$ cat config.mk
export PLATFORM = sky130hd
export DESIGN_NAME = face_centroid_interval_binner
export DESIGN_NICKNAME = d
export VERILOG_FILES = /design/src/hdl/fcib_pkg.sv /design/src/hdl/fcib_div.sv /design/src/hdl/fcib_sqrt.sv /design/src/hdl/fcib_search.sv /design/src/hdl/face_centroid_interval_binner.sv
export VERILOG_INCLUDE_DIRS = /design/src /design/src/hdl
export SDC_FILE = /design/constraint.sdc
export NUM_CORES = 2
export LEC_CHECK = 0
export ABC_AREA = 0
export BUFFER_PORTS_ARGS = -buffer_cell sky130_fd_sc_hd__buf_2
export CAP_MARGIN = 20
export CORE_MARGIN = 3
export CORE_UTILIZATION = 30
export CTS_CLUSTER_SIZE = 16
export DETAILED_ROUTE_END_ITERATION = 8
export PLACE_DENSITY_LB_ADDON = 0.08
export SLEW_MARGIN = 25
export SYNTH_ARGS = -nofsm -noshare
export SYNTH_HDL_FRONTEND = slang
export SYNTH_SLANG_ARGS = --single-unit
$ cat constraint.sdc
create_clock -name clk_i -period 12.6 [get_ports clk_i]
set_input_delay 1.89 -clock clk_i [delete_from_list [all_inputs] [get_ports clk_i]]
set_output_delay 1.89 -clock clk_i [all_outputs]
set_load 0.005 [all_outputs]
$ cat src/hdl/face_centroid_interval_binner_defines.svh
// ----------------------------------------------------------------------------
// Face centroid interval binner: assertion macros
// Shared concurrent assertion forms, clocked on clk_i and disabled in reset.
// ----------------------------------------------------------------------------
`ifndef FACE_CENTROID_INTERVAL_BINNER_DEFINES_SVH
`define FACE_CENTROID_INTERVAL_BINNER_DEFINES_SVH

// The consequent must hold in the same cycle as the antecedent.
`define FCIB_ASSERT_NOW(label, ante, cons, msg) \
  label: assert property (@(posedge clk_i) disable iff (!rst_ni) (ante) |-> (cons)) \
    else $error(msg);

// The consequent must hold in the cycle after the antecedent.
`define FCIB_ASSERT_NEXT(label, ante, cons, msg) \
  label: assert property (@(posedge clk_i) disable iff (!rst_ni) (ante) |=> (cons)) \
    else $error(msg);

`endif

$ cat src/hdl/fcib_pkg.sv
// ----------------------------------------------------------------------------
// fcib_pkg
// Types, widths and codes shared by the face centroid interval binner.
// ----------------------------------------------------------------------------
`timescale 1ns / 1ps
`default_nettype none

package fcib_pkg;

  localparam int MAX_INTERVALS_DEF = 16;
  localparam int MAX_NODES_DEF     = 9;

  localparam int COORD_W    = 32;
  localparam int SUM_W      = 36;
  localparam int CNT_W      = 4;
  localparam int DIV_STEPS  = 4;
  localparam int DIV_CYCLES = SUM_W / DIV_STEPS;
  localparam int DIV_CNT_W  = $clog2(DIV_CYCLES);
  localparam int SQ_W       = 64;
  localparam int ROOT_W     = 32;
  localparam int APB_AW     = 5;
  localparam int APB_DW     = 32;

  localparam logic [COORD_W-1:0] KEY_SAT = 32'h7FFF_FFFF;

  // Item function codes.
  localparam logic FUNC_BOUND = 1'b0;
  localparam logic FUNC_NODE  = 1'b1;

  // Axis codes.
  localparam logic [1:0] AX_X = 2'd0;
  localparam logic [1:0] AX_Y = 2'd1;
  localparam logic [1:0] AX_Z = 2'd2;

  // Measure mode codes.
  localparam logic MODE_AXIAL  = 1'b0;
  localparam logic MODE_RADIAL = 1'b1;

  // Register indexes (word address).
  localparam logic [2:0] REG_MEASURE_MODE   = 3'd0;
  localparam logic [2:0] REG_AXIS_SELECT    = 3'd1;
  localparam logic [2:0] REG_CENTER_X       = 3'd2;
  localparam logic [2:0] REG_CENTER_Y       = 3'd3;
  localparam logic [2:0] REG_CENTER_Z       = 3'd4;
  localparam logic [2:0] REG_INTERVAL_COUNT = 3'd5;

  typedef struct packed {
    logic                      func;
    logic [4:0]                bound_index;
    logic signed [COORD_W-1:0] bound_value;
    logic signed [COORD_W-1:0] node_x;
    logic signed [COORD_W-1:0] node_y;
    logic signed [COORD_W-1:0] node_z;
    logic                      last_node;
  } in_t;

  typedef struct packed {
    logic [3:0]                bin_index;
    logic                      in_range;
    logic signed [COORD_W-1:0] key_value;
  } out_t;

  typedef enum logic [3:0] {
    ST_IDLE,
    ST_DIV_GO,
    ST_DIV_WAIT,
    ST_SQUARE,
    ST_ACCUM,
    ST_SQRT_GO,
    ST_SQRT_WAIT,
    ST_SRCH_GO,
    ST_SRCH_WAIT,
    ST_OUT
  } state_e;

endpackage

`default_nettype wire

$ cat src/hdl/fcib_div.sv
// ----------------------------------------------------------------------------
// fcib_div
// Signed sum divided by a small node count, truncated toward zero.
// Restoring division on the magnitude, DIV_STEPS quotient bits per cycle.
// ----------------------------------------------------------------------------
`timescale 1ns / 1ps
`default_nettype none

module fcib_div (
  input  wire logic                                clk_i,
  input  wire logic                                rst_ni,
  input  wire logic                                start_i,
  input  wire logic signed [fcib_pkg::SUM_W-1:0]   dividend_i,
  input  wire logic        [fcib_pkg::CNT_W-1:0]   divisor_i,
  output logic                                     done_o,
  output logic signed      [fcib_pkg::COORD_W-1:0] quotient_o
);

  logic                              busy_q;
  logic                              done_q;
  logic [fcib_pkg::DIV_CNT_W-1:0]    cnt_q;
  logic                              neg_q;
  logic [fcib_pkg::SUM_W-1:0]        dvd_q, dvd_d;
  logic [fcib_pkg::CNT_W:0]          rem_q, rem_d;
  logic [fcib_pkg::CNT_W-1:0]        dsr_q;
  logic [fcib_pkg::SUM_W-1:0]        mag;
  logic [fcib_pkg::SUM_W-1:0]        q_signed;
  logic signed [fcib_pkg::COORD_W-1:0] quo_q;

  assign mag = dividend_i[fcib_pkg::SUM_W-1] ? (~dividend_i + 1'b1) : dividend_i;

  // The remainder always stays below the divisor, so each step is a narrow compare.
  always_comb begin
    logic [fcib_pkg::CNT_W:0] trial;
    logic                     ge;
    rem_d = rem_q;
    dvd_d = dvd_q;
    for (int k = 0; k < fcib_pkg::DIV_STEPS; k++) begin
      trial = {rem_d[fcib_pkg::CNT_W-1:0], dvd_d[fcib_pkg::SUM_W-1]};
      ge    = (trial >= {1'b0, dsr_q});
      dvd_d = {dvd_d[fcib_pkg::SUM_W-2:0], ge};
      rem_d = ge ? (trial - {1'b0, dsr_q}) : trial;
    end
  end

  assign q_signed = neg_q ? (~dvd_d + 1'b1) : dvd_d;

  always_ff @(posedge clk_i or negedge rst_ni) begin
    if (!rst_ni) begin
      busy_q <= 1'b0;
      done_q <= 1'b0;
      cnt_q  <= '0;
    end else begin
      done_q <= 1'b0;
      if (start_i) begin
        busy_q <= 1'b1;
        cnt_q  <= '0;
      end else if (busy_q) begin
        cnt_q <= cnt_q + 1'b1;
        if (cnt_q == fcib_pkg::DIV_CNT_W'(fcib_pkg::DIV_CYCLES - 1)) begin
          busy_q <= 1'b0;
          done_q <= 1'b1;
        end
      end
    end
  end

  always_ff @(posedge clk_i) begin
    if (start_i) begin
      neg_q <= dividend_i[fcib_pkg::SUM_W-1];
      dvd_q <= mag;
      rem_q <= '0;
      dsr_q <= divisor_i;
    end else if (busy_q) begin
      dvd_q <= dvd_d;
      rem_q <= rem_d;
      if (cnt_q == fcib_pkg::DIV_CNT_W'(fcib_pkg::DIV_CYCLES - 1)) begin
        quo_q <= q_signed[fcib_pkg::COORD_W-1:0];
      end
    end
  end

  assign done_o     = done_q;
  assign quotient_o = quo_q;

endmodule

`default_nettype wire

$ cat src/hdl/fcib_sqrt.sv
// ----------------------------------------------------------------------------
// fcib_sqrt
// Floored integer square root of a 64-bit radicand, one root bit per cycle.
// ----------------------------------------------------------------------------
`timescale 1ns / 1ps
`default_nettype none

module fcib_sqrt (
  input  wire logic                              clk_i,
  input  wire logic                              rst_ni,
  input  wire logic                              start_i,
  input  wire logic [fcib_pkg::SQ_W-1:0]         radicand_i,
  output logic                                   done_o,
  output logic      [fcib_pkg::ROOT_W-1:0]       root_o
);

  logic                          busy_q;
  logic                          done_q;
  logic [fcib_pkg::SQ_W-1:0]     v_q, res_q, bit_q;
  logic [fcib_pkg::SQ_W-1:0]     trial, v_d, res_d;
  logic [fcib_pkg::ROOT_W-1:0]   root_q;
  logic                          ge;

  assign trial = res_q + bit_q;
  assign ge    = (v_q >= trial);
  assign v_d   = ge ? (v_q - trial) : v_q;
  assign res_d = ge ? ((res_q >> 1) + bit_q) : (res_q >> 1);

  always_ff @(posedge clk_i or negedge rst_ni) begin
    if (!rst_ni) begin
      busy_q <= 1'b0;
      done_q <= 1'b0;
    end else begin
      done_q <= 1'b0;
      if (start_i) begin
        busy_q <= 1'b1;
      end else if (busy_q && bit_q[0]) begin
        busy_q <= 1'b0;
        done_q <= 1'b1;
      end
    end
  end

  // The test bit walks down two places a cycle; the last step has it at bit zero.
  always_ff @(posedge clk_i) begin
    if (start_i) begin
      v_q   <= radicand_i;
      res_q <= '0;
      bit_q <= fcib_pkg::SQ_W'(1) << (fcib_pkg::SQ_W - 2);
    end else if (busy_q) begin
      v_q   <= v_d;
      res_q <= res_d;
      bit_q <= bit_q >> 2;
      if (bit_q[0]) begin
        root_q <= res_d[fcib_pkg::ROOT_W-1:0];
      end
    end
  end

  assign done_o = done_q;
  assign root_o = root_q;

endmodule

`default_nettype wire

$ cat src/hdl/fcib_search.sv
// ----------------------------------------------------------------------------
// fcib_search
// Interval bound memory and a linear search for the first interval that
// holds the key, one bound read per cycle.
// ----------------------------------------------------------------------------
`timescale 1ns / 1ps
`default_nettype none

module fcib_search #(
  parameter int MAX_INTERVALS = fcib_pkg::MAX_INTERVALS_DEF,
  localparam int IDX_W = $clog2(MAX_INTERVALS + 1)
) (
  input  wire logic                                clk_i,
  input  wire logic                                rst_ni,
  input  wire logic                                wr_en_i,
  input  wire logic        [IDX_W-1:0]             wr_addr_i,
  input  wire logic signed [fcib_pkg::COORD_W-1:0] wr_data_i,
  input  wire logic                                start_i,
  input  wire logic signed [fcib_pkg::COORD_W-1:0] key_i,
  input  wire logic        [IDX_W-1:0]             count_i,
  output logic                                     done_o,
  output logic                                     found_o,
  output logic             [IDX_W-1:0]             bin_o
);

  localparam int DEPTH = MAX_INTERVALS + 1;

  logic signed [fcib_pkg::COORD_W-1:0] mem_q [DEPTH];
  logic signed [fcib_pkg::COORD_W-1:0] rd_q;
  logic signed [fcib_pkg::COORD_W-1:0] prev_q;
  logic                                rd_en;
  logic [IDX_W-1:0]                    rd_addr;
  logic [IDX_W-1:0]                    idx_q;
  logic [IDX_W-1:0]                    idx_inc;
  logic                                busy_q, done_q, found_q;
  logic [IDX_W-1:0]                    bin_q;
  logic                                hit, last;

  assign idx_inc = IDX_W'(idx_q + 1'b1);

  // rd_q holds bound idx_q; prev_q holds bound idx_q - 1.
  assign hit  = (idx_q != '0) && (key_i >= prev_q) && (key_i <= rd_q);
  assign last = (idx_q == count_i);

  always_comb begin
    rd_en   = 1'b0;
    rd_addr = '0;
    if (start_i) begin
      rd_en = 1'b1;
    end else if (busy_q && !hit && !last) begin
      rd_en   = 1'b1;
      rd_addr = idx_inc;
    end
  end

  always_ff @(posedge clk_i) begin
    if (wr_en_i) begin
      mem_q[wr_addr_i] <= wr_data_i;
    end
    if (rd_en) begin
      rd_q <= mem_q[rd_addr];
    end
  end

  always_ff @(posedge clk_i or negedge rst_ni) begin
    if (!rst_ni) begin
      busy_q  <= 1'b0;
      done_q  <= 1'b0;
      found_q <= 1'b0;
      idx_q   <= '0;
    end else begin
      done_q <= 1'b0;
      if (start_i) begin
        busy_q <= 1'b1;
        idx_q  <= '0;
      end else if (busy_q) begin
        if (hit) begin
          busy_q  <= 1'b0;
          done_q  <= 1'b1;
          found_q <= 1'b1;
        end else if (last) begin
          busy_q  <= 1'b0;
          done_q  <= 1'b1;
          found_q <= 1'b0;
        end else begin
          idx_q <= idx_inc;
        end
      end
    end
  end

  always_ff @(posedge clk_i) begin
    if (busy_q) begin
      prev_q <= rd_q;
      if (hit) begin
        bin_q <= IDX_W'(idx_q - 1'b1);
      end else if (last) begin
        bin_q <= '0;
      end
    end
  end

  assign done_o  = done_q;
  assign found_o = found_q;
  assign bin_o   = bin_q;

endmodule

`default_nettype wire

$ cat src/hdl/face_centroid_interval_binner.sv
// ----------------------------------------------------------------------------
// Face centroid interval binner
// Accumulates the nodes of one face, forms the centroid, takes an axial or
// radial key and looks up the first interval whose bounds hold it.
//
//   Channel   Direction  Handshake               Payload
//   in        input      in_valid_i / in_ready_o  fcib_pkg::in_t
//   out       output     out_valid_o / out_ready_i fcib_pkg::out_t
//   apb       input      psel/penable/pready      paddr, pwdata, prdata
//
// Bound writes and non-final nodes are taken whenever the block is idle. A
// final node holds in_ready_o low while the three divisions run, in radial
// mode also the squares and the square root, and then the bound search; the
// result load follows and waits while the previous result is stalled.
// Reset clears the node sums, the node count and the registers; bounds
// must be written before use. A stalled output keeps its result while the
// block already takes the next items of the following face.
// ----------------------------------------------------------------------------
`timescale 1ns / 1ps
`default_nettype none

`include "face_centroid_interval_binner_defines.svh"

module face_centroid_interval_binner #(
  parameter int MAX_INTERVALS = fcib_pkg::MAX_INTERVALS_DEF,
  parameter int MAX_NODES     = fcib_pkg::MAX_NODES_DEF
) (
  input  wire logic                            clk_i,
  input  wire logic                            rst_ni,
  input  wire logic                            in_valid_i,
  output logic                                 in_ready_o,
  input  wire fcib_pkg::in_t                   in_data_i,
  output logic                                 out_valid_o,
  input  wire logic                            out_ready_i,
  output fcib_pkg::out_t                       out_data_o,
  input  wire logic                            psel,
  input  wire logic                            penable,
  input  wire logic                            pwrite,
  input  wire logic [fcib_pkg::APB_AW-1:0]     paddr,
  input  wire logic [fcib_pkg::APB_DW-1:0]     pwdata,
  output logic      [fcib_pkg::APB_DW-1:0]     prdata,
  output logic                                 pready
);

  localparam int IDX_W = $clog2(MAX_INTERVALS + 1);
  localparam int CW    = fcib_pkg::COORD_W;

  fcib_pkg::state_e state_q, state_d;

  // Configuration registers.
  logic                 mode_q;
  logic [1:0]           axis_q;
  logic signed [CW-1:0] center_x_q, center_y_q, center_z_q;
  logic [4:0]           icount_q;

  logic signed [fcib_pkg::SUM_W-1:0] sum_x_q, sum_y_q, sum_z_q;
  logic [fcib_pkg::CNT_W-1:0]        cnt_q;
  logic [1:0]                        ax_q;
  logic                              out_valid_q;
  fcib_pkg::out_t                    out_q;

  logic signed [CW-1:0] cent_x_q, cent_y_q, cent_z_q;
  logic [61:0]          prod_q;
  logic [fcib_pkg::SQ_W-1:0] acc_q;
  logic                 sat_q;
  logic signed [CW-1:0] key_q;

  logic in_acc, node_acc, cfg_wr, out_load;
  logic div_start, sqrt_start, srch_start;

  logic signed [fcib_pkg::SUM_W-1:0] div_dividend;
  logic [fcib_pkg::CNT_W-1:0]        div_divisor;
  logic                              div_done;
  logic signed [CW-1:0]              div_quo;
  logic                              sqrt_done;
  logic [fcib_pkg::ROOT_W-1:0]       sqrt_root;
  logic                              srch_done, srch_found;
  logic [IDX_W-1:0]                  srch_bin;
  logic [IDX_W-1:0]                  eff_count;
  logic                              bnd_wr;

  logic signed [CW-1:0] cent_sel, center_sel, axial_key;
  logic signed [CW:0]   diff;
  logic [CW:0]          mag;
  logic                 ovf;
  logic [CW-2:0]        mag_lo;
  logic [61:0]          sq;

  assign in_acc   = in_valid_i && in_ready_o;
  assign node_acc = in_acc && (in_data_i.func == fcib_pkg::FUNC_NODE);
  assign cfg_wr   = psel && penable && pwrite && pready;
  assign pready   = 1'b1;

  // ---------------------------------------------------------------- APB
  always_ff @(posedge clk_i or negedge rst_ni) begin
    if (!rst_ni) begin
      mode_q     <= fcib_pkg::MODE_AXIAL;
      axis_q     <= fcib_pkg::AX_X;
      center_x_q <= '0;
      center_y_q <= '0;
      center_z_q <= '0;
      icount_q   <= 5'd1;
    end else if (cfg_wr) begin
      unique case (paddr[4:2])
        fcib_pkg::REG_MEASURE_MODE:   mode_q     <= pwdata[0];
        fcib_pkg::REG_AXIS_SELECT:    axis_q     <= pwdata[1:0];
        fcib_pkg::REG_CENTER_X:       center_x_q <= pwdata;
        fcib_pkg::REG_CENTER_Y:       center_y_q <= pwdata;
        fcib_pkg::REG_CENTER_Z:       center_z_q <= pwdata;
        fcib_pkg::REG_INTERVAL_COUNT: icount_q   <= pwdata[4:0];
        default: ;
      endcase
    end
  end

  always_comb begin
    unique case (paddr[4:2])
      fcib_pkg::REG_MEASURE_MODE:   prdata = 32'(mode_q);
      fcib_pkg::REG_AXIS_SELECT:    prdata = 32'(axis_q);
      fcib_pkg::REG_CENTER_X:       prdata = center_x_q;
      fcib_pkg::REG_CENTER_Y:       prdata = center_y_q;
      fcib_pkg::REG_CENTER_Z:       prdata = center_z_q;
      fcib_pkg::REG_INTERVAL_COUNT: prdata = 32'(icount_q);
      default:                      prdata = '0;
    endcase
  end

  // ---------------------------------------------------------- sequencer
  always_comb begin
    state_d = state_q;
    unique case (state_q)
      fcib_pkg::ST_IDLE: begin
        if (node_acc && in_data_i.last_node) state_d = fcib_pkg::ST_DIV_GO;
      end
      fcib_pkg::ST_DIV_GO:  state_d = fcib_pkg::ST_DIV_WAIT;
      fcib_pkg::ST_DIV_WAIT: begin
        if (div_done) begin
          if (ax_q != fcib_pkg::AX_Z)                   state_d = fcib_pkg::ST_DIV_GO;
          else if (mode_q == fcib_pkg::MODE_RADIAL)     state_d = fcib_pkg::ST_SQUARE;
          else                                          state_d = fcib_pkg::ST_SRCH_GO;
        end
      end
      fcib_pkg::ST_SQUARE: state_d = fcib_pkg::ST_ACCUM;
      fcib_pkg::ST_ACCUM: begin
        state_d = (ax_q == fcib_pkg::AX_Z) ? fcib_pkg::ST_SQRT_GO : fcib_pkg::ST_SQUARE;
      end
      fcib_pkg::ST_SQRT_GO: state_d = fcib_pkg::ST_SQRT_WAIT;
      fcib_pkg::ST_SQRT_WAIT: begin
        if (sqrt_done) state_d = fcib_pkg::ST_SRCH_GO;
      end
      fcib_pkg::ST_SRCH_GO: state_d = fcib_pkg::ST_SRCH_WAIT;
      fcib_pkg::ST_SRCH_WAIT: begin
        if (srch_done) state_d = fcib_pkg::ST_OUT;
      end
      fcib_pkg::ST_OUT: begin
        if (!out_valid_q || out_ready_i) state_d = fcib_pkg::ST_IDLE;
      end
      default: state_d = fcib_pkg::ST_IDLE;
    endcase
  end

  always_comb begin
    in_ready_o = (state_q == fcib_pkg::ST_IDLE);
    div_start  = (state_q == fcib_pkg::ST_DIV_GO);
    sqrt_start = (state_q == fcib_pkg::ST_SQRT_GO);
    srch_start = (state_q == fcib_pkg::ST_SRCH_GO);
    out_load   = (state_q == fcib_pkg::ST_OUT) && (!out_valid_q || out_ready_i);
  end

  always_ff @(posedge clk_i or negedge rst_ni) begin
    if (!rst_ni) begin
      state_q     <= fcib_pkg::ST_IDLE;
      ax_q        <= fcib_pkg::AX_X;
      sum_x_q     <= '0;
      sum_y_q     <= '0;
      sum_z_q     <= '0;
      cnt_q       <= '0;
      out_valid_q <= 1'b0;
    end else begin
      state_q <= state_d;
      if (node_acc && (cnt_q < fcib_pkg::CNT_W'(MAX_NODES))) begin
        sum_x_q <= sum_x_q + fcib_pkg::SUM_W'(in_data_i.node_x);
        sum_y_q <= sum_y_q + fcib_pkg::SUM_W'(in_data_i.node_y);
        sum_z_q <= sum_z_q + fcib_pkg::SUM_W'(in_data_i.node_z);
        cnt_q   <= cnt_q + 1'b1;
      end
      if ((state_q == fcib_pkg::ST_DIV_WAIT && div_done) ||
          (state_q == fcib_pkg::ST_ACCUM)) begin
        ax_q <= (ax_q == fcib_pkg::AX_Z) ? fcib_pkg::AX_X : ax_q + 1'b1;
      end
      // The face is closed once the last centroid coordinate is out.
      if (state_q == fcib_pkg::ST_DIV_WAIT && div_done && ax_q == fcib_pkg::AX_Z) begin
        sum_x_q <= '0;
        sum_y_q <= '0;
        sum_z_q <= '0;
        cnt_q   <= '0;
      end
      if (out_load) begin
        out_valid_q <= 1'b1;
      end else if (out_ready_i) begin
        out_valid_q <= 1'b0;
      end
    end
  end

  // ----------------------------------------------------------- datapath
  always_comb begin
    unique case (ax_q)
      fcib_pkg::AX_X: begin
        div_dividend = sum_x_q;
        cent_sel     = cent_x_q;
        center_sel   = center_x_q;
      end
      fcib_pkg::AX_Y: begin
        div_dividend = sum_y_q;
        cent_sel     = cent_y_q;
        center_sel   = center_y_q;
      end
      default: begin
        div_dividend = sum_z_q;
        cent_sel     = cent_z_q;
        center_sel   = center_z_q;
      end
    endcase
  end

  assign div_divisor = (cnt_q == '0) ? fcib_pkg::CNT_W'(1) : cnt_q;

  always_comb begin
    unique case (axis_q)
      fcib_pkg::AX_X: axial_key = cent_x_q;
      fcib_pkg::AX_Y: axial_key = cent_y_q;
      default:        axial_key = cent_z_q;
    endcase
  end

  // Distances of 2^31 or more on any axis saturate the key outright.
  assign diff   = (CW + 1)'(cent_sel) - (CW + 1)'(center_sel);
  assign mag    = diff[CW] ? (~diff + 1'b1) : diff;
  assign ovf    = |mag[CW:CW-1];
  assign mag_lo = mag[CW-2:0];
  assign sq     = mag_lo * mag_lo;

  always_ff @(posedge clk_i) begin
    if (state_q == fcib_pkg::ST_DIV_WAIT && div_done) begin
      unique case (ax_q)
        fcib_pkg::AX_X: cent_x_q <= div_quo;
        fcib_pkg::AX_Y: cent_y_q <= div_quo;
        default:        cent_z_q <= div_quo;
      endcase
    end
    if (state_q == fcib_pkg::ST_SQUARE) begin
      prod_q <= sq;
      sat_q  <= (ax_q == fcib_pkg::AX_X) ? ovf : (sat_q | ovf);
    end
    if (state_q == fcib_pkg::ST_ACCUM) begin
      acc_q <= ((ax_q == fcib_pkg::AX_X) ? '0 : acc_q) + fcib_pkg::SQ_W'(prod_q);
    end
    if (state_q == fcib_pkg::ST_SRCH_GO && mode_q == fcib_pkg::MODE_AXIAL) begin
      key_q <= axial_key;
    end
    if (state_q == fcib_pkg::ST_SQRT_WAIT && sqrt_done) begin
      key_q <= (sat_q || sqrt_root[fcib_pkg::ROOT_W-1]) ? fcib_pkg::KEY_SAT : sqrt_root;
    end
    if (out_load) begin
      out_q.bin_index <= srch_found ? 4'(srch_bin) : 4'd0;
      out_q.in_range  <= srch_found;
      out_q.key_value <= key_q;
    end
  end

  // A count of zero acts as one; counts above the bound store are clipped.
  always_comb begin
    if (icount_q == '0) begin
      eff_count = IDX_W'(1);
    end else if (32'(icount_q) > 32'(MAX_INTERVALS)) begin
      eff_count = IDX_W'(MAX_INTERVALS);
    end else begin
      eff_count = IDX_W'(icount_q);
    end
  end

  assign bnd_wr = in_acc && (in_data_i.func == fcib_pkg::FUNC_BOUND) &&
                  (32'(in_data_i.bound_index) <= 32'(MAX_INTERVALS));

  fcib_div u_div (
    .clk_i      (clk_i),
    .rst_ni     (rst_ni),
    .start_i    (div_start),
    .dividend_i (div_dividend),
    .divisor_i  (div_divisor),
    .done_o     (div_done),
    .quotient_o (div_quo)
  );

  fcib_sqrt u_sqrt (
    .clk_i      (clk_i),
    .rst_ni     (rst_ni),
    .start_i    (sqrt_start),
    .radicand_i (acc_q),
    .done_o     (sqrt_done),
    .root_o     (sqrt_root)
  );

  fcib_search #(
    .MAX_INTERVALS (MAX_INTERVALS)
  ) u_search (
    .clk_i     (clk_i),
    .rst_ni    (rst_ni),
    .wr_en_i   (bnd_wr),
    .wr_addr_i (IDX_W'(in_data_i.bound_index)),
    .wr_data_i (in_data_i.bound_value),
    .start_i   (srch_start),
    .key_i     (key_q),
    .count_i   (eff_count),
    .done_o    (srch_done),
    .found_o   (srch_found),
    .bin_o     (srch_bin)
  );

  assign out_valid_o = out_valid_q;
  assign out_data_o  = out_q;

  // --------------------------------------------------------- assertions
  `FCIB_ASSERT_NOW(a_div_done_waited, div_done, state_q == fcib_pkg::ST_DIV_WAIT, "divider finished outside its wait state")
  `FCIB_ASSERT_NOW(a_srch_done_waited, srch_done, state_q == fcib_pkg::ST_SRCH_WAIT, "search finished outside its wait state")
  `FCIB_ASSERT_NOW(a_sqrt_radial_only, state_q == fcib_pkg::ST_SQRT_GO, mode_q == fcib_pkg::MODE_RADIAL, "square root started in axial mode")
  `FCIB_ASSERT_NOW(a_cnt_bounded, 1'b1, cnt_q <= fcib_pkg::CNT_W'(MAX_NODES), "node count above its limit")
  `FCIB_ASSERT_NEXT(a_last_starts_div, node_acc && in_data_i.last_node, state_q == fcib_pkg::ST_DIV_GO && cnt_q != '0, "last node did not start the division")

endmodule

`default_nettype wire
Word-level counts from Yosys, hierarchy flattened:

Memory sizes are Yosys's and may differ from the RTL's. A register that Yosys moved wholly into a read port is not among the register bits.
Cells that the tools add are included.

* bits in registers: 836
* RAM bits: 544
* input port bits: 179
* output and inout bits: 72
* word-level logic and storage cells: 249
* memories: 1

Memory list
* u_search.mem_q: depth 17, width 32, rd ports 1, clocked after Yosys merged registers in 1, write ports 1, line fcib_search.sv:28 `logic signed [fcib_pkg::COORD_W-1:0] mem_q [DEPTH];`

* add/sub/neg operators: 20
* multipliers: 1
* $lt $le $gt $ge: 10
* eq/ne operators: 27
* muxes and demuxes: 79
* bitwise logic cells: 10
* reductions and logical operators: 58

Operators by type and width (count)
* 2-to-1 mux 36 bit: 9
* 2-to-1 mux 64 bit: 5
* one-hot mux 32 bit (2 select lines): 3
* one-hot mux 32 bit (6 select lines): 1
* 2-to-1 mux 32 bit: 4
* adder 36 x 32 -> 36 bit: 3
* one-hot mux 36 bit (2 select lines): 1
* adder 63 x 63 -> 64 bit: 1
* adder 64 x 62 -> 64 bit: 1
* adder 64 x 63 -> 64 bit: 1
* >= comparator 64 bit: 1
* subtractor 64 bit: 1
* multiplier 31 x 31 -> 62 bit: 1
* 2-to-1 mux 4 bit: 15
* 2-to-1 mux 5 bit: 8
* one-hot mux 4 bit (10 select lines): 1
* adder 36 x 1 -> 36 bit, second input constant: 1
* NOT 36 bit: 1
* adder 33 x 1 -> 33 bit, second input constant: 1
* 2-to-1 mux 33 bit: 1
* NOT 33 bit: 1
* subtractor 32 x 32 -> 33 bit: 1
* adder 32 x 1 -> 32 bit, second input constant: 1
* >= comparator 32 bit: 1
* other kinds (41): 141

Depth between registers and ports, before layout:

* depth in word-level cells: 10
* mapped depth: 57
* gate-level depth less buffers: 49

Hierarchy:

A second synthesis with hierarchy kept.

* cell total of the unflattened synthesis: 10555
* area total of the unflattened synthesis: 106589.7 µm²

By module, submodules not included
* face_centroid_interval_binner: instances 1, cells an instance 6151, area an instance 59062.9 µm², seq. area each 14320.0 µm²
* fcib_search: instances 1, cells an instance 1943, area an instance 26170.1 µm², seq. area each 18607.8 µm²
* fcib_sqrt: instances 1, cells an instance 1963, area an instance 16191.8 µm², seq. area each 4854.7 µm²
* fcib_div: instances 1, cells an instance 498, area an instance 5165.0 µm², seq. area each 2422.3 µm²

Worst setup path after synthesis:

Ideal clock, no wire load.

* kind: reg-to-reg
* from: reg ax_q[0]
* to: reg prod_q[61] (data pin)
* library setup time: 0.268 ns
* arrival: 13.565 ns
* data required time: 12.332 ns
* slack: -1.233 ns
* stages on the path, launching flop included: 48
* buffers on the path: 10
* clock period less this slack: 13.833 ns
* cell sequence: dfrtp_1 clkbuf_1 clkbuf_1 buf_2 buf_2 buf_2 buf_1 buf_1 mux2i_1 o21ai_0 ha_1 and3_1 a221oi_1 o21ai_0 a221o_1 a31oi_2 o21ai_1 a41oi_1 [... 12 more ...] fa_1 fa_1 fa_1 fa_1 fa_1 ha_1 clkbuf_1 nand4_1 or4_1 o221ai_1 or3_1 a41o_1 a21oi_1 o21a_1 o31ai_1 a21oi_1 o41ai_1 xnor3_1

* word-level cells in the longest chain between the ends: 7
* elaborated cells between the ends (all ways): 9
* classes of those cells: add/sub: 2; mul: 1; eq/ne: 1; mux: 3; bitwise: 1; reduce/logical: 1

RTL lines
* start: declaration: line face_centroid_interval_binner.sv:58 `logic [1:0] ax_q;`
* start signal: assignment: line face_centroid_interval_binner.sv:173 `ax_q <= fcib_pkg::AX_X;`
* start signal: assignment: line face_centroid_interval_binner.sv:189 `ax_q <= (ax_q == fcib_pkg::AX_Z) ? fcib_pkg::AX_X : ax_q + 1'b1;`
* equality test 2 x 1 -> 1 bit or logical NOT 2 bit (tied branches): line face_centroid_interval_binner.sv:208 `unique case (ax_q)`
* one-hot mux 32 bit (2 select lines): line face_centroid_interval_binner.sv:208
* subtractor 32 x 32 -> 33 bit (*): line face_centroid_interval_binner.sv:238 `assign diff = (CW + 1)'(cent_sel) - (CW + 1)'(center_sel);`
* NOT 33 bit: line face_centroid_interval_binner.sv:239 `assign mag = diff[CW] ? (~diff + 1'b1) : diff;`
* adder 33 x 1 -> 33 bit: line face_centroid_interval_binner.sv:239
* 2-to-1 mux 33 bit (*): line face_centroid_interval_binner.sv:239
* multiplier 31 x 31 -> 62 bit (*): line face_centroid_interval_binner.sv:242 `assign sq = mag_lo * mag_lo;`
* via sq[61]: line face_centroid_interval_binner.sv:87 `logic [61:0] sq;`
* end signal: assignment: line face_centroid_interval_binner.sv:253 `prod_q <= sq;`
* end: declaration: line face_centroid_interval_binner.sv:63 `logic [61:0] prod_q;`

The timed path passes the listed nets; every way through them passes the cells marked *.
A chain may end at the register's enable or synchronous reset.

Worst setup path after layout:

Same ends and word-level chain as after synthesis.

==> key figures <==
Layout
  – Fill cells: 34640
  – Share of layout cells above drive strength 1: 16.70%
  – Final Util: 35.89%
  – Area grow syn2layout: 18.76%
  – Final std cells w/o fill: 15410
  – Nets: 12310

Routing
  – Wire per inst: 22.25 um
  – Drt pass-1 iters: 5
  – Via density: 4.898
  – Vias: 75490
  – Remaining antenna violation count after routing: 0
  – Drt drc: 0
  – Final WL: 343000 um
  – 1st-iter DRT viols: 4115

Placement
  – Worst slack at placement: -870.3 ps
  – Gpl congestion: 0.8835
  – Post-Place Cells: 15030
  – HPWL Detailed: 259100 um
  – Port bufs: 247

Critical path
  – Reg2reg setup slack: 510 ps
  – Worst Path Required: 13140 ps
  – Crit Path Max Fanout: 15
  – Slowest-stage cell, CP: dfrtp_4
  – Setup crit start: ax_q[0]
  – Max stage delay on crit path: 550 ps
  – Start of the worst register-to-register path: ax_q[0]
  – WP data arrival: 12640 ps
  – Critical path's most frequent cell: fa_1
  – Setup Crit Path Kind: register to register
  – Worst setup SP type: register
  – CP Capture Type: register

Synthesis
  – FF+latch count, synth: 1411
  – Sequential fraction of the synthesis area: 38.67%
  – Yosys cell types: 103
  – Area share of the largest cell type after synthesis: 30.98%
  – Mean Syn Cell Area: 10.55 um2
  – EDFF count, synth: 1072
  – Cell area after synthesis: 103900 um2
  – Area leader, netlist: edfxtp_1
  – Syn Nets: 11470
  – FFs w/ async S/R, synth: 16.94%
  – Synth warn: 0
  – Top post-synthesis cells by area: edfxtp_1 (31%), fa_1 (15%), ha_1 (8.2%)
  – Synth Flop Type: edfxtp_1
  – Post-Synthesis Cells: 9852

CTS
  – CTS root buf: clkbuf_16
  – CTS Hold Bufs: 0
  – TritonCTS clock tree: yes
  – H-tree Lvls: 4
  – Skew-Pair Late Insertion Delay: 900 ps
  – Clock tree buffer depth: 4
  – Clk sinks: 1411
  – Worst-path clk slew: 60 ps
  – Num CTS Buffers: 179

Global routing
  – Largest net degree at the start of global routing: 93
  – Initial antenna violation count: 41
  – Vias in the first global route: 78970
  – First-pass GRT wire length: 509200 um
  – Total gr overflow: 0
  – Total track usage: 18.99%

STA
  – Setup WS post-layout: 505.7 ps
  – Clock Skews: 103.6 ps
  – Fin crit share: 95.99%
  – RSZ-0062 raised after global routing: yes
  – Final min period: 12090 ps
  – Worst-margin pin slew: 1007 ps
  – Slew Viols, Final: 0
  – Setup TNS Final: 0 ps
  – Setup violations, final: 0
  – Fmax: 82.68 MHz
  – Slew headroom: 30.93%
  – Final hold viol count: 0

Floorplan
  – Die Area: 353400 um2
  – Die Width: 594.5 um
  – IO Count: 251
  – Row count: 215
  – Core Area: 343800 um2
  – Initial Utilization: 30.22%
  – Die height: 594.5 um

Worst hold path
  – Hold crit path type: register to register
  – Hold Startpoint: u_search.rd_q[6]

Status
  – Outcome: finished, final reports clean

Run
  – Total of max-cap violations: 0
## placed cells by master (no fill, tap or decap), drive strengths merged, types with 62 or more instances in the layout
cell type / netlist / layout
a21o: 262 / 262
a21oi: 582 / 582
a31oi: 94 / 94
and2: 97 / 97
buf: 108 / 1044
clkbuf: 277 / 248
dfrtp: 238 / 238
dfxtp: 100 / 100
edfxtp: 1072 / 1072
fa: 761 / 761
ha: 678 / 678
inv: 1156 / 1160
mux2: 215 / 215
mux2i: 420 / 420
nand2: 766 / 766
nand2b: 79 / 79
nand3: 92 / 92
nand4: 81 / 81
nor2: 873 / 873
nor2b: 66 / 66
nor3: 72 / 72
o21a: 75 / 75
o21ai: 453 / 453
o21bai: 62 / 62
o22ai: 65 / 65
xnor2: 317 / 317
xor2: 212 / 212
## metal layers
metal / track usage [%] / routed length, um / vias up
met5: 0 / 132 / -
met4: 3.933 / 7252 / 20
li1: - / - / 35810
met2: 32.47 / 165200 / 1231
met3: 2.312 / 13070 / 356
met1: 25.70 / 157400 / 38070
## critical path, delay by kind of cell (launching register included)
family          cells  cell delay [ps]
compound gates     11             1980
xor+xnor            3              600
fa+ha+maj          10             4610
buf+inv            13             1590
flops               1              550
mux                 1              130
simple gates       13             2320
## repair_timing
| item | 4_1_cts | 5_1_grt |
|---|---|---|
| pin swaps | 11 | 48 |
| setup buffers | 10 | 25 |
| resized for setup | 67 | 148 |
| cloned | 1 | 4 |
| endpoints found under the setup margin | 20 | 18 |
## synthesized netlist by cell type (all sizes together), types with 23 or more instances
| cell type | number |
|---|---|
| inv | 1156 |
| edfxtp | 1072 |
| nor2 | 873 |
| nand2 | 766 |
| fa | 761 |
| ha | 678 |
| a21oi | 582 |
| o21ai | 453 |
| mux2i | 420 |
| xnor2 | 317 |
| clkbuf | 277 |
| a21o | 262 |
| dfrtp | 238 |
| mux2 | 215 |
| xor2 | 212 |
| buf | 108 |
| dfxtp | 100 |
| and2 | 97 |
| a31oi | 94 |
| nand3 | 92 |
| nand4 | 81 |
| nand2b | 79 |
| o21a | 75 |
| nor3 | 72 |
| nor2b | 66 |
| o22ai | 65 |
| o21bai | 62 |
| a211oi | 60 |
| and3 | 58 |
| a221oi | 43 |
| o31ai | 43 |
| o221ai | 40 |
| a31o | 27 |
| nor4 | 25 |
| or2 | 25 |
| o211ai | 23 |
## stage by stage
step,hold slack [ps],area (um2)
3_3_place_gp,439.9,115900
2_1_floorplan,426.4,104100
4_1_cts,448.1,122400
6_report,447.2,123400
5_1_grt,457.5,123400
3_5_place_dp,434.7,116000
## sequential cells by signal, summed over array words and instances, names as in the netlist, 36 cells and up
signal and cells:
u_sqrt.res_q 64, acc_q 64, sum_x_q 36, u_div.dvd_q 36, sum_y_q 36, u_sqrt.v_q 64
prod_q 61, u_search.mem_q 544, out_data_o 37, sum_z_q 36
## area by class of cell
type / instances / area [um2] / share of cell area, %
Timing Repair Buffer: 1048 / 8077 / 6.545
Clock inverter: 80 / 993.5 / 0.8051
Tap cell: 4557 / 5702 / 4.621
Sequential cell: 1411 / 40190 / 32.57
Multi-Input combinational cell: 6895 / 59110 / 47.90
Inverter: 1161 / 4375 / 3.546
Clock buffer: 244 / 4906 / 3.976
Antenna cell: 16 / 40.04 / 0.03245
## cells by family (layout without fill, tap and decap cells)
family	Yosys count	in the layout	share of synthesized area, %
adder cells (fa/ha/maj)	1439	1439	22.83
multiplexers	636	636	6.398
AND/OR/NAND/NOR	2309	2309	9.880
XOR/XNOR	530	530	4.495
AO/OA/AOI/OAI	1980	1980	12.04
buffers and inverters	1546	2533	5.692
other	1	17	0.003609
flip-flops	1411	1411	38.67
## path summary, 6_finish.rpt
path	end	cells after the start
worst max-delay path	prod_q[61]	51
worst min-delay path	u_search.prev_q[6]	0
worst max register to register	prod_q[61]	51
worst min register to register	u_search.prev_q[6]	0
max in group asynchronous	center_y_q[24]	3
min in group asynchronous	u_search.found_o	1
Power is not shown: default switching activity piles up to over one toggle a cycle in this logic, so the estimate is an artifact.
